`config.mk`:
```
export PLATFORM = sky130hd
export DESIGN_NAME = light_frame_deframer
export DESIGN_NICKNAME = d
export VERILOG_FILES = /design/src/rtl/lfd_pkg.sv /design/src/rtl/lfd_parse.sv /design/src/rtl/lfd_out_fifo.sv /design/src/rtl/light_frame_deframer.sv
export SDC_FILE = /design/constraint.sdc
export NUM_CORES = 1
export LEC_CHECK = 0
export BUFFER_PORTS_ARGS = -buffer_cell sky130_fd_sc_hd__clkbuf_2
export CORE_UTILIZATION = 29
export DETAILED_ROUTE_END_ITERATION = 10
export SYNTH_ARGS = -nofsm -noshare
export SYNTH_HDL_FRONTEND = slang
export SYNTH_HIERARCHICAL = 1
export SYNTH_SLANG_ARGS = --single-unit
```
`constraint.sdc`:
```
create_clock -name clk -period 11.2 [get_ports clk]
set_clock_uncertainty 0.05 [all_clocks]
set_input_delay 0.56 -clock clk [delete_from_list [all_inputs] [get_ports clk]]
set_output_delay 0.56 -clock clk [all_outputs]
set_load 0.02 [all_outputs]
```
`src/rtl/lfd_pkg.sv`:
```
// lfd_pkg: shared types and constants of the light frame deframer
// used by lfd_parse, lfd_out_fifo and light_frame_deframer; no dependencies
package lfd_pkg;

  // width of the decoded payload length, 8 to 24
  localparam int unsigned LEN_BITS = 24;

  // framing bytes and length codes
  localparam logic [7:0] HEAD_BYTE    = 8'hFF;
  localparam logic [7:0] END_BYTE     = 8'h00;
  localparam logic [7:0] LCODE_MAX    = 8'd250;
  localparam logic [7:0] LCODE_EMPTY  = 8'd251;
  localparam logic [7:0] LCODE_EXT2   = 8'd252;
  localparam logic [7:0] LCODE_EXT3   = 8'd253;

  // result kinds
  localparam logic KIND_PAYLOAD = 1'b0;
  localparam logic KIND_STATUS  = 1'b1;

  // frame status codes
  localparam logic [2:0] ST_OK        = 3'd0;
  localparam logic [2:0] ST_BAD_END   = 3'd1;
  localparam logic [2:0] ST_BAD_LEN   = 3'd2;
  localparam logic [2:0] ST_CHECK     = 3'd3;
  localparam logic [2:0] ST_TRUNCATED = 3'd4;

  // one received byte
  typedef struct packed {
    logic [7:0] rx_byte;
    logic       chunk_end;
  } in_item_t;

  // one result: a payload byte or a frame status
  typedef struct packed {
    logic        out_kind;
    logic [7:0]  payload_byte;
    logic [2:0]  frame_status;
    logic        sum_match;
    logic        xor_match;
    logic [23:0] payload_length;
    logic [7:0]  serial_number;
  } out_item_t;

  // result handed from the parser to the output queue
  typedef struct packed {
    logic      valid;
    out_item_t item;
  } res_t;

endpackage

```
`src/rtl/lfd_parse.sv`:
```
// lfd_parse: per-byte frame state machine, checksum and length decode
// depends on lfd_pkg; each accepted byte updates the registered state
module lfd_parse (
  input  logic              clk,
  input  logic              rst_n,
  input  logic              acc,
  input  lfd_pkg::in_item_t in_item,
  input  logic              cfg_wr_en,
  input  logic              cfg_wr_data,
  output lfd_pkg::res_t     res
);

  localparam logic [3:0] PH_HUNT    = 4'd0;
  localparam logic [3:0] PH_VERSION = 4'd1;
  localparam logic [3:0] PH_SUM     = 4'd2;
  localparam logic [3:0] PH_XOR     = 4'd3;
  localparam logic [3:0] PH_LCODE   = 4'd4;
  localparam logic [3:0] PH_LEXT    = 4'd5;
  localparam logic [3:0] PH_SERIAL  = 4'd6;
  localparam logic [3:0] PH_PAYLOAD = 4'd7;
  localparam logic [3:0] PH_END     = 4'd8;

  localparam int unsigned LB = lfd_pkg::LEN_BITS;

  logic [3:0]    phase_r, phase_nxt;
  logic [1:0]    form_r, form_nxt;
  logic [1:0]    left_r, left_nxt;
  logic [LB-1:0] len_r, len_nxt;
  logic [LB-1:0] remain_r, remain_nxt;
  logic [7:0]    run_sum_r, run_sum_nxt;
  logic [7:0]    run_xor_r, run_xor_nxt;
  logic [7:0]    hdr_sum_r, hdr_sum_nxt;
  logic [7:0]    hdr_xor_r, hdr_xor_nxt;
  logic [7:0]    serial_r, serial_nxt;
  logic          enforce_r;

  logic [7:0]    b;
  logic [1:0]    total;
  logic [1:0]    left_eff;
  logic [1:0]    idx;
  logic [23:0]   ext_shift;
  logic          sm;
  logic          xm;

  assign b = in_item.rx_byte;

  // extension length byte placement, little endian
  always_comb begin
    total    = (form_r == 2'd2) ? 2'd2 : 2'd3;
    left_eff = (left_r == 2'd0 || left_r > total) ? total : left_r;
    idx      = total - left_eff;
    case (idx)
      2'd0:    ext_shift = {16'h0000, b};
      2'd1:    ext_shift = {8'h00, b, 8'h00};
      default: ext_shift = {b, 16'h0000};
    endcase
  end

  assign sm = (run_sum_r == hdr_sum_r);
  assign xm = (run_xor_r == hdr_xor_r);

  // next state and result for one byte
  always_comb begin
    phase_nxt   = phase_r;
    form_nxt    = form_r;
    left_nxt    = left_r;
    len_nxt     = len_r;
    remain_nxt  = remain_r;
    run_sum_nxt = run_sum_r;
    run_xor_nxt = run_xor_r;
    hdr_sum_nxt = hdr_sum_r;
    hdr_xor_nxt = hdr_xor_r;
    serial_nxt  = serial_r;
    res         = '0;
    if (acc) begin
      // body bytes feed the running sum and xor
      if (phase_r == PH_LCODE || phase_r == PH_LEXT || phase_r == PH_SERIAL ||
          phase_r == PH_PAYLOAD) begin
        run_sum_nxt = run_sum_r + b;
        run_xor_nxt = run_xor_r ^ b;
      end
      unique case (phase_r)
        PH_HUNT: begin
          if (b == lfd_pkg::HEAD_BYTE) begin
            form_nxt    = '0;
            left_nxt    = '0;
            len_nxt     = '0;
            remain_nxt  = '0;
            run_sum_nxt = '0;
            run_xor_nxt = '0;
            hdr_sum_nxt = '0;
            hdr_xor_nxt = '0;
            serial_nxt  = '0;
            phase_nxt   = PH_VERSION;
          end
        end
        PH_VERSION: phase_nxt = PH_SUM;
        PH_SUM: begin
          hdr_sum_nxt = b;
          phase_nxt   = PH_XOR;
        end
        PH_XOR: begin
          hdr_xor_nxt = b;
          phase_nxt   = PH_LCODE;
        end
        PH_LCODE: begin
          if (b <= lfd_pkg::LCODE_MAX) begin
            form_nxt  = 2'd0;
            len_nxt   = LB'(b);
            phase_nxt = PH_SERIAL;
          end else if (b == lfd_pkg::LCODE_EMPTY) begin
            form_nxt  = 2'd1;
            len_nxt   = '0;
            phase_nxt = PH_SERIAL;
          end else if (b == lfd_pkg::LCODE_EXT2 || b == lfd_pkg::LCODE_EXT3) begin
            form_nxt  = {1'b1, b[0]};
            left_nxt  = {1'b1, b[0]};
            len_nxt   = '0;
            phase_nxt = PH_LEXT;
          end else begin
            res.valid             = 1'b1;
            res.item.out_kind     = lfd_pkg::KIND_STATUS;
            res.item.frame_status = lfd_pkg::ST_BAD_LEN;
            phase_nxt             = PH_HUNT;
          end
        end
        PH_LEXT: begin
          len_nxt  = len_r | ext_shift[LB-1:0];
          left_nxt = left_eff - 2'd1;
          if (left_eff == 2'd1) begin
            phase_nxt = PH_SERIAL;
          end
        end
        PH_SERIAL: begin
          serial_nxt = b;
          remain_nxt = len_r;
          phase_nxt  = (len_r != '0) ? PH_PAYLOAD : PH_END;
        end
        PH_PAYLOAD: begin
          res.valid             = 1'b1;
          res.item.out_kind     = lfd_pkg::KIND_PAYLOAD;
          res.item.payload_byte = b;
          remain_nxt            = remain_r - LB'(1);
          if (remain_r == LB'(1)) begin
            phase_nxt = PH_END;
          end
        end
        PH_END: begin
          res.valid               = 1'b1;
          res.item.out_kind       = lfd_pkg::KIND_STATUS;
          res.item.sum_match      = sm;
          res.item.xor_match      = xm;
          res.item.payload_length = 24'(len_r);
          res.item.serial_number  = serial_r;
          if (b != lfd_pkg::END_BYTE) begin
            res.item.frame_status = lfd_pkg::ST_BAD_END;
          end else if (enforce_r && !(sm && xm)) begin
            res.item.frame_status = lfd_pkg::ST_CHECK;
          end else begin
            res.item.frame_status = lfd_pkg::ST_OK;
          end
          phase_nxt = PH_HUNT;
        end
        default: phase_nxt = PH_HUNT;
      endcase
      // buffer ended inside a frame: report truncation instead
      if (in_item.chunk_end && phase_nxt != PH_HUNT) begin
        res                     = '0;
        res.valid               = 1'b1;
        res.item.out_kind       = lfd_pkg::KIND_STATUS;
        res.item.frame_status   = lfd_pkg::ST_TRUNCATED;
        res.item.payload_length = 24'(len_nxt);
        res.item.serial_number  = serial_nxt;
        phase_nxt               = PH_HUNT;
      end
    end
  end

  // state registers
  always_ff @(posedge clk) begin
    if (!rst_n) begin
      phase_r   <= PH_HUNT;
      form_r    <= '0;
      left_r    <= '0;
      len_r     <= '0;
      remain_r  <= '0;
      run_sum_r <= '0;
      run_xor_r <= '0;
      hdr_sum_r <= '0;
      hdr_xor_r <= '0;
      serial_r  <= '0;
    end else begin
      phase_r   <= phase_nxt;
      form_r    <= form_nxt;
      left_r    <= left_nxt;
      len_r     <= len_nxt;
      remain_r  <= remain_nxt;
      run_sum_r <= run_sum_nxt;
      run_xor_r <= run_xor_nxt;
      hdr_sum_r <= hdr_sum_nxt;
      hdr_xor_r <= hdr_xor_nxt;
      serial_r  <= serial_nxt;
    end
  end

  // check enforcement register
  always_ff @(posedge clk) begin
    if (!rst_n) begin
      enforce_r <= 1'b0;
    end else if (cfg_wr_en) begin
      enforce_r <= cfg_wr_data;
    end
  end

  // a result only comes from an accepted byte
  a_res_needs_acc: assert property (@(posedge clk) disable iff (!rst_n)
    res.valid |-> acc)
    else $error("result without accepted byte");

  // a buffer end always leaves the parser hunting
  a_chunk_end_hunt: assert property (@(posedge clk) disable iff (!rst_n)
    (acc && in_item.chunk_end) |=> (phase_r == PH_HUNT))
    else $error("frame still open after buffer end");

  // payload phase always has bytes left to deliver
  a_payload_remain: assert property (@(posedge clk) disable iff (!rst_n)
    (phase_r == PH_PAYLOAD) |-> (remain_r != '0))
    else $error("payload phase with nothing remaining");

endmodule

```
`src/rtl/lfd_out_fifo.sv`:
```
// lfd_out_fifo: two-entry result queue between the parser and the output port
// depends on lfd_pkg; ready toward the parser comes from a register
module lfd_out_fifo (
  input  logic              clk,
  input  logic              rst_n,
  input  lfd_pkg::res_t     res,
  output logic              space,
  output logic              out_valid,
  input  logic              out_ready,
  output lfd_pkg::out_item_t out_data
);

  lfd_pkg::out_item_t ent_r [2];
  logic       wr_ptr_r;
  logic       rd_ptr_r;
  logic [1:0] count_r;
  logic       push;
  logic       pop;

  assign push      = res.valid;
  assign pop       = out_valid && out_ready;
  assign out_valid = (count_r != 2'd0);
  assign out_data  = ent_r[rd_ptr_r];
  assign space     = (count_r != 2'd2);

  // entry storage
  always_ff @(posedge clk) begin
    if (push) begin
      ent_r[wr_ptr_r] <= res.item;
    end
  end

  // pointers and fill count
  always_ff @(posedge clk) begin
    if (!rst_n) begin
      wr_ptr_r <= 1'b0;
      rd_ptr_r <= 1'b0;
      count_r  <= 2'd0;
    end else begin
      if (push) begin
        wr_ptr_r <= ~wr_ptr_r;
      end
      if (pop) begin
        rd_ptr_r <= ~rd_ptr_r;
      end
      count_r <= count_r + 2'(push) - 2'(pop);
    end
  end

  // no write into a full queue
  a_no_overflow: assert property (@(posedge clk) disable iff (!rst_n)
    !(push && count_r == 2'd2))
    else $error("result queue overflow");

  // pointers differ by the fill count
  a_ptr_count: assert property (@(posedge clk) disable iff (!rst_n)
    (count_r == 2'd1) == (wr_ptr_r != rd_ptr_r))
    else $error("queue pointers disagree with count");

endmodule

```
`src/rtl/light_frame_deframer.sv`:
```
// light_frame_deframer: top level of the byte-stream frame deframer
// depends on lfd_pkg, lfd_parse and lfd_out_fifo
//
//   channel | ports                       | payload
//   --------+-----------------------------+------------------------------
//   input   | in_valid  in_ready  in_data | lfd_pkg::in_item_t, one byte
//   result  | out_valid out_ready out_data| lfd_pkg::out_item_t
//   config  | cfg_wr_en cfg_wr_data       | enforce_checks bit
//
// one byte per cycle while in_ready is high: each transfer updates the frame
// state, and its result, if any, is queued and shows once earlier ones are taken
// a two-entry result queue keeps in_ready up while one result waits
// in_ready drops only when two results wait untaken
// synchronous active-low reset returns to hunting for a head byte, no sweep
module light_frame_deframer (
  input  logic               clk,
  input  logic               rst_n,
  input  logic               in_valid,
  output logic               in_ready,
  input  lfd_pkg::in_item_t  in_data,
  output logic               out_valid,
  input  logic               out_ready,
  output lfd_pkg::out_item_t out_data,
  input  logic               cfg_wr_en,
  input  logic               cfg_wr_data
);

  lfd_pkg::res_t res;
  logic          acc;

  assign acc = in_valid && in_ready;

  // per-byte parser
  lfd_parse u_parse (
    .clk         (clk),
    .rst_n       (rst_n),
    .acc         (acc),
    .in_item     (in_data),
    .cfg_wr_en   (cfg_wr_en),
    .cfg_wr_data (cfg_wr_data),
    .res         (res)
  );

  // result queue
  lfd_out_fifo u_out_fifo (
    .clk       (clk),
    .rst_n     (rst_n),
    .res       (res),
    .space     (in_ready),
    .out_valid (out_valid),
    .out_ready (out_ready),
    .out_data  (out_data)
  );

endmodule
```
==> results of run 1 <==
==> worst register-to-register path, cell delays in order, from the launching register on <==
cell	delay, ns
dfxtp_1	0.71
nor2b_1	0.32
and3_1	0.65
nor3_2	0.16
nand4_2	0.37
nand2_1	0.23
a41oi_1	0.49
and2_2	0.96
==> layer usage <==
metal | vias to the layer above | GRT usage | part of all wire
li1 | 3630 | - | -
met1 | 3642 | 0.208 | 0.47
met2 | 245 | 0.237 | 0.46
met3 | 15 | 0.0268 | 0.062
met4 | 0 | 0.0334 | 0.0096
met5 | - | 0 | 0
==> metrics by stage <==
step	std cells	util	worst slack [ns]	hold WS, ns	cell area (µm²)
final	1444	0.336	6.86	0.315	11000
after global placement	1412	0.316	6.79	0.401	10400
after detailed placement	1412	0.316	6.72	0.406	10400
after floorplan	964	-	6.55	0.377	9790
after CTS	1444	0.336	6.88	0.307	11000
after global routing	1444	0.336	6.55	0.333	11000
==> Yosys cell counts, types with 8 or more instances <==
cell type	n
a22o_1	9
nand2_1	91
and2_1	15
nor3_1	17
nand3_1	23
ha_1	13
a211oi_2	8
o21ai_0	32
a21oi_1	69
nand4_1	21
xor2_1	27
nor2b_1	11
clkbuf_1	48
edfxtp_1	92
dfxtp_1	102
inv_1	23
nor4_1	20
nor2_1	99
mux2_4	40
a31oi_1	22
a22oi_1	42
==> flip-flops by register name, summed over array words and instances, names as in the netlist, 4 cells and up, named ones only <==
signal,count
u_out_fifo/ent_r,92
u_parse/serial_r,8
u_parse/run_sum_r,8
u_parse/phase_r,4
u_parse/hdr_sum_r,8
u_parse/run_xor_r,8
u_parse/remain_r,24
u_parse/len_r,24
u_parse/hdr_xor_r,8
==> cell families (layout without fill, tap and decap cells) <==
| group | after synthesis | in the layout | synth area share |
|---|---|---|---|
| fa+ha+maj | 14 | 14 | 0.0187 |
| buf+inv | 89 | 127 | 0.0436 |
| compound gates | 248 | 248 | 0.175 |
| flops | 194 | 194 | 0.491 |
| mux | 50 | 50 | 0.0725 |
| simple gates | 337 | 337 | 0.170 |
| xor+xnor | 32 | 32 | 0.0300 |
==> final timing paths <==
| check | endpoint | cells past startpoint | slack [ns] | from |
|---|---|---|---|---|
| setup reg to reg | u_out_fifo/ent_r[1][18]$_DFFE_PP_ | 7 | 6.86 | u_parse/phase_r[0]$_SDFFE_PN0P_ |
| hold / removal | u_parse/enforce_r$_SDFFE_PN0P_ | 3 | 0.31 | cfg_wr_data |
| hold reg to reg | u_parse/form_r[0]$_SDFFE_PN0P_ | 2 | 0.41 | u_parse/form_r[0]$_SDFFE_PN0P_ |
| setup / recovery | u_out_fifo/ent_r[1][18]$_DFFE_PP_ | 7 | 6.86 | u_parse/phase_r[0]$_SDFFE_PN0P_ |
==> area by class of cell <==
| type | instances | area, µm² |
|---|---|---|
| Fill cell | 3351 | 21800 |
| Sequential cell | 194 | 4810 |
| Multi-Input combinational cell | 681 | 4570 |
| Tap cell | 442 | 553 |
| Clock buffer | 17 | 425 |
| Timing Repair Buffer | 70 | 370 |
| Clock inverter | 15 | 220 |
| Inverter | 25 | 93.8 |
==> layout by cell type, fill, tap and decap left out, drive strengths merged, types with 4 or more instances in the layout <==
cell and instances:
dfxtp 102, nor2 99, nand2 93, edfxtp 92
clkbuf 79, a21oi 70, mux2 47, a22oi 42
o21ai 35, inv 32, xor2 27, nand3 24
nand4 23, a31oi 22, nor4 22, nor3 18
and2 15, ha 13, nor2b 11, a211oi 10
a22o 9, buf 8, a32o 7, nand2b 6
a21o 6, o31ai 6, and3 5, nor4b 5
a32oi 5, bufinv 4, o21a 4, or3 4
xnor2 4, o221ai 4, or4 4
==> where the power goes <==
group / internal, mW / switching, mW
registers: 0.738 / 0.00195
clock network: 0.382 / 0.282
logic: 0.0831 / 0.119
==> run summary, run 1 <==
status: finished, final reports clean
Critical Path AT: 4.33 ns
Initial Util: 0.298
final period utilization: 0.387
Die X: 186 µm
Setup Fix Bufs, Post-CTS: 0
dpl hpwl: 17000 µm
CTS hold repair buffers: 0
syn avg cell area: 10.2 µm²
critical-path cell list: nor2b_1 > and3_1 > nor3_2 > nand4_2 > nand2_1 > a41oi_1 > and2_2
kind of critical path: register to register
max incr delay on CP: 0.96 ns
Fmax: 230 MHz
pwr/cell area: 145 nW/µm²
Die Y: 186 µm
P&R area growth vs syn: 12.8%
via count: 7532
first-pass GRT wire length: 39600 µm
Synth Flop Type: dfxtp_1
First-pass DRT Iterations: 5
Gate Count Post-Synth: 964
CP startpoint kind: register
total CTS buffers: 17
CTS tree: done
post-route DRC violation count: 0
clock latency on the worst-skew pair: 0.42 ns
Root Driver: clkbuf_16
clock sink total: 194
Final ANT Viol Nets: 0
Setup TNS Final: 0 ns
worst vdd ir: 0.100 mV
CP Capture Type: register
Post-Syn Area: 9790 µm²
CP max FO: 46
antenna violations before repair: 0
Tightest Hold Check Type: input port to register
worst-margin pin slew: 1.21 ns
unrepaired setup endpoints after global routing: no
final setup violation count: 0
grt total ovfl: 0
clock-pin slew on the worst setup and hold paths: 0.07 ns
Slew headroom: 0.189
Synth async-reset ratio: 0
Synth Warn #: 6
post-synthesis sequential area ratio: 0.491
DR WL/cell: 17.7 µm
Critical path buffers and inverters: 0
DRT iter0 DRCs: 725
min cycle time layout: 4.34 ns
cell family with most CP delay: simple AND/OR/NAND/NOR gates
Total Power: 1.61 mW
full die area: 34500 µm²
Net Count, Synth: 993
number of max-cap violations: 0
Worst EP required: 11.19 ns
largest buffer count on any clock path: 2
number of global-route vias before repair: 7054
CP max-delay cell: and2_2
Global Route Usage Sum: 0.149
IO Port Bufs: 62
share of cells above drive strength 1: 0.181
cell taking the most area after synthesis: edfxtp_1
LEAKAGE: 3.83 nW
Placer Congestion: 0.854
post-CTS sizing: 0
core area: 32900 µm²
Yosys cell types: 78
Vias/cell: 5.22
I/O pins: 63
fin. max-slew vios: 0
top cell type's share of synthesized area: 0.282
Inserted Diodes: 0
CTS H-tree lvls: 4
EDFF count, synth: 92
Rows: 66
largest net degree at the start of global routing: 64
final hold violations: 0
Nets: 1018
final WL: 25600 µm
Synth Register Bits: 194
most area-consuming cells after synthesis: edfxtp_1, dfxtp_1, mux2_4, nor2_1, a21oi_1
Power figures use the tool's default switching activity.
==> run 2, diff against run 1 <==
clock period = 4.6 ns   (was 11.2 ns; I/O delays follow)
==> run 2 against run 1 <==
Sequential share of layout area fell by 0.38 points. Die area did not move. Routed wire length rose by 4.7%. Highest routed layer unchanged. Critical path depth rose by 1. Worst setup slack got worse by 6.0 ns. Via count rose by 2.2%.
==> run summary, run 2 (synthesis results as in run 1) <==
status: finished, final reports clean
fin. max-slew vios: 0 (unchanged)
r2r setup slk: 0.89 ns (-5.97 ns)
Fmax: 269 MHz (+17%)
CP startpoint kind: register
share of cells above drive strength 1: 0.189 (+0.00852)
LEAKAGE: 3.88 nW (+1.3%)
Die Y: 186 µm (unchanged)
post-route DRC violation count: 0 (unchanged)
r2r startpoint: u_parse/phase_r[2]$_SDFFE_PN0P_
Setup TNS Final: 0 ns (unchanged)
number of global-route vias before repair: 7093 (+0.55%)
cell family with most CP delay: simple AND/OR/NAND/NOR gates
CTS H-tree lvls: 4 (unchanged)
Tightest Hold Check Type: input port to register
DR WL/cell: 18.4 µm (+3.8%)
DRT iter0 DRCs: 787 (+8.6%)
Final ANT Viol Nets: 0 (unchanged)
worst vdd ir: 0.245 mV (+140%)
worst hold stages: 3 (unchanged)
Largest Register: u_out_fifo/ent_r
CP Capture Type: register
clock sink total: 194 (unchanged)
worst-margin pin slew: 1.13 ns (-0.0823 ns)
Placer Congestion: 0.848 (-0.76%)
final period utilization: 0.807 (+0.420)
max incr delay on CP: 0.65 ns (-0.31 ns)
Nets: 1031 (+1.3%)
First-pass DRT Iterations: 5 (unchanged)
final WL: 26800 µm (+4.7%)
Filler cells: 3362 (+0.33%)
Critical Path AT: 3.78 ns (-0.55 ns)
Worst EP required: 4.67 ns (-6.52 ns)
commonest non-fill, non-tap cell in the layout: dfxtp_1
first-pass GRT wire length: 41500 µm (+4.8%)
max FFs per register: 92 (unchanged)
core area: 32900 µm² (unchanged)
dpl hpwl: 18600 µm (+8.9%)
Rows: 66 (unchanged)
critical-path cell list: nand2b_1 > nor3_1 > a21oi_1 > nand4_2 > nand2_1 > a41oi_1 > nor2b_4 > buf_12
Slew headroom: 0.244 (+0.0552)
final setup violation count: 0 (unchanged)
unrepaired setup endpoints after global routing: no
I/O pins: 63 (unchanged)
largest net degree at the start of global routing: 48 (-25%)
Largest regs: u_out_fifo/ent_r: 92 flops, u_parse/len_r: 24 flops, u_parse/remain_r: 24 flops
largest buffer count on any clock path: 2 (unchanged)
clock latency on the worst-skew pair: 0.44 ns (+0.02 ns)
Setup Fix Bufs, Post-CTS: 0 (unchanged)
CP max FO: 47 (+2.2%)
P&R area growth vs syn: 13.8%
most frequent cells in the layout: dfxtp_1, nor2_1, edfxtp_1
total CTS buffers: 17 (unchanged)
Vias/cell: 5.29 (+1.3%)
CTS tree: done
min cycle time layout: 3.71 ns (-0.626 ns)
Inserted Diodes: 0 (unchanged)
final hold violations: 0 (unchanged)
kind of critical path: register to register
grt total ovfl: 0 (unchanged)
Hold Path Origin: out_ready
full die area: 34500 µm² (unchanged)
IO Port Bufs: 62 (unchanged)
Critical path buffers and inverters: 1 (+1)
R2R depth: 8 (+1)
clock-pin slew on the worst setup and hold paths: 0.08 ns (about the same)
Initial Util: 0.298 (unchanged)
antenna violations before repair: 0 (unchanged)
Die X: 186 µm (unchanged)
via count: 7701 (+2.2%)
CP max-delay cell: dfxtp_1
Global Route Usage Sum: 0.158 (+0.00878)
Root Driver: clkbuf_16
worst r2r dst: u_out_fifo/ent_r[0][19]$_DFFE_PP_
pwr/cell area: 343 nW/µm² (+140%)
number of max-cap violations: 0 (unchanged)
Total Power: 3.82 mW (+140%)
[run 2: worst max path at each step]
stage,from,end,slack (ns),cells after the start
floorplan,u_parse/phase_r[3]$_SDFFE_PN0P_,u_out_fifo/ent_r[0][0]$_DFFE_PP_,0.84,8
global placement,u_parse/phase_r[2]$_SDFFE_PN0P_,u_out_fifo/ent_r[0][21]$_DFFE_PP_,0.98,8
detailed placement,u_parse/phase_r[2]$_SDFFE_PN0P_,u_out_fifo/ent_r[0][20]$_DFFE_PP_,0.92,8
CTS,u_parse/phase_r[2]$_SDFFE_PN0P_,u_out_fifo/ent_r[0][19]$_DFFE_PP_,0.90,8
global route,u_parse/phase_r[2]$_SDFFE_PN0P_,u_out_fifo/ent_r[0][19]$_DFFE_PP_,0.56,8
finish,u_parse/phase_r[2]$_SDFFE_PN0P_,u_out_fifo/ent_r[0][19]$_DFFE_PP_,0.89,8
[run 2: what timing repair did]
action / 4_1_cts / 5_1_grt
resized for setup: 0 / 0
setup endpoints to repair: 0 / 0
hold buffers: 2 / 0
hold endpoints to repair: 1 / 0
[run 2: worst min-delay path: stages]
cell and delay (ns):
clkbuf_2 0.08, o21a_1 0.14, mux2i_1 0.12
[run 2: where the power goes]
part           switching, mW  total (mW)  internal, mW
clock                  0.761        1.51         0.750
combinational          0.278       0.486         0.208
sequential            0.0256        1.82          1.80
total                   1.07        3.82          2.75
[run 2: layout make-up]
class                           count  area [µm²]  share of cell area
Sequential cell                   194        4810               0.431
Multi-Input combinational cell    681        4570               0.411
Tap cell                          442         553              0.0496
Timing Repair Buffer               83         498              0.0447
Clock buffer                       17         425              0.0382
Clock inverter                     15         189              0.0170
Inverter                           25        93.8             0.00842
[run 2: layer usage]
metal  up-vias  track usage  wire [µm]
met4         0       0.0423        316
met1      3759        0.228      12700
met2       260        0.240      11900
li1       3656            -          -
met5         -            0          0
met3        26       0.0264       1810
[run 2: through the flow]
step                      hold slack, ns  std cells  utilization  area [µm²]  worst slack, ns
after global routing               0.145       1457        0.339       11100            0.555
after floorplan                    0.298        964            -        9790            0.836
after detailed placement           0.399       1423        0.320       10500            0.920
after global placement             0.393       1423        0.320       10500            0.982
after CTS                          0.116       1457        0.339       11100            0.901
final                              0.125       1457        0.339       11100            0.887
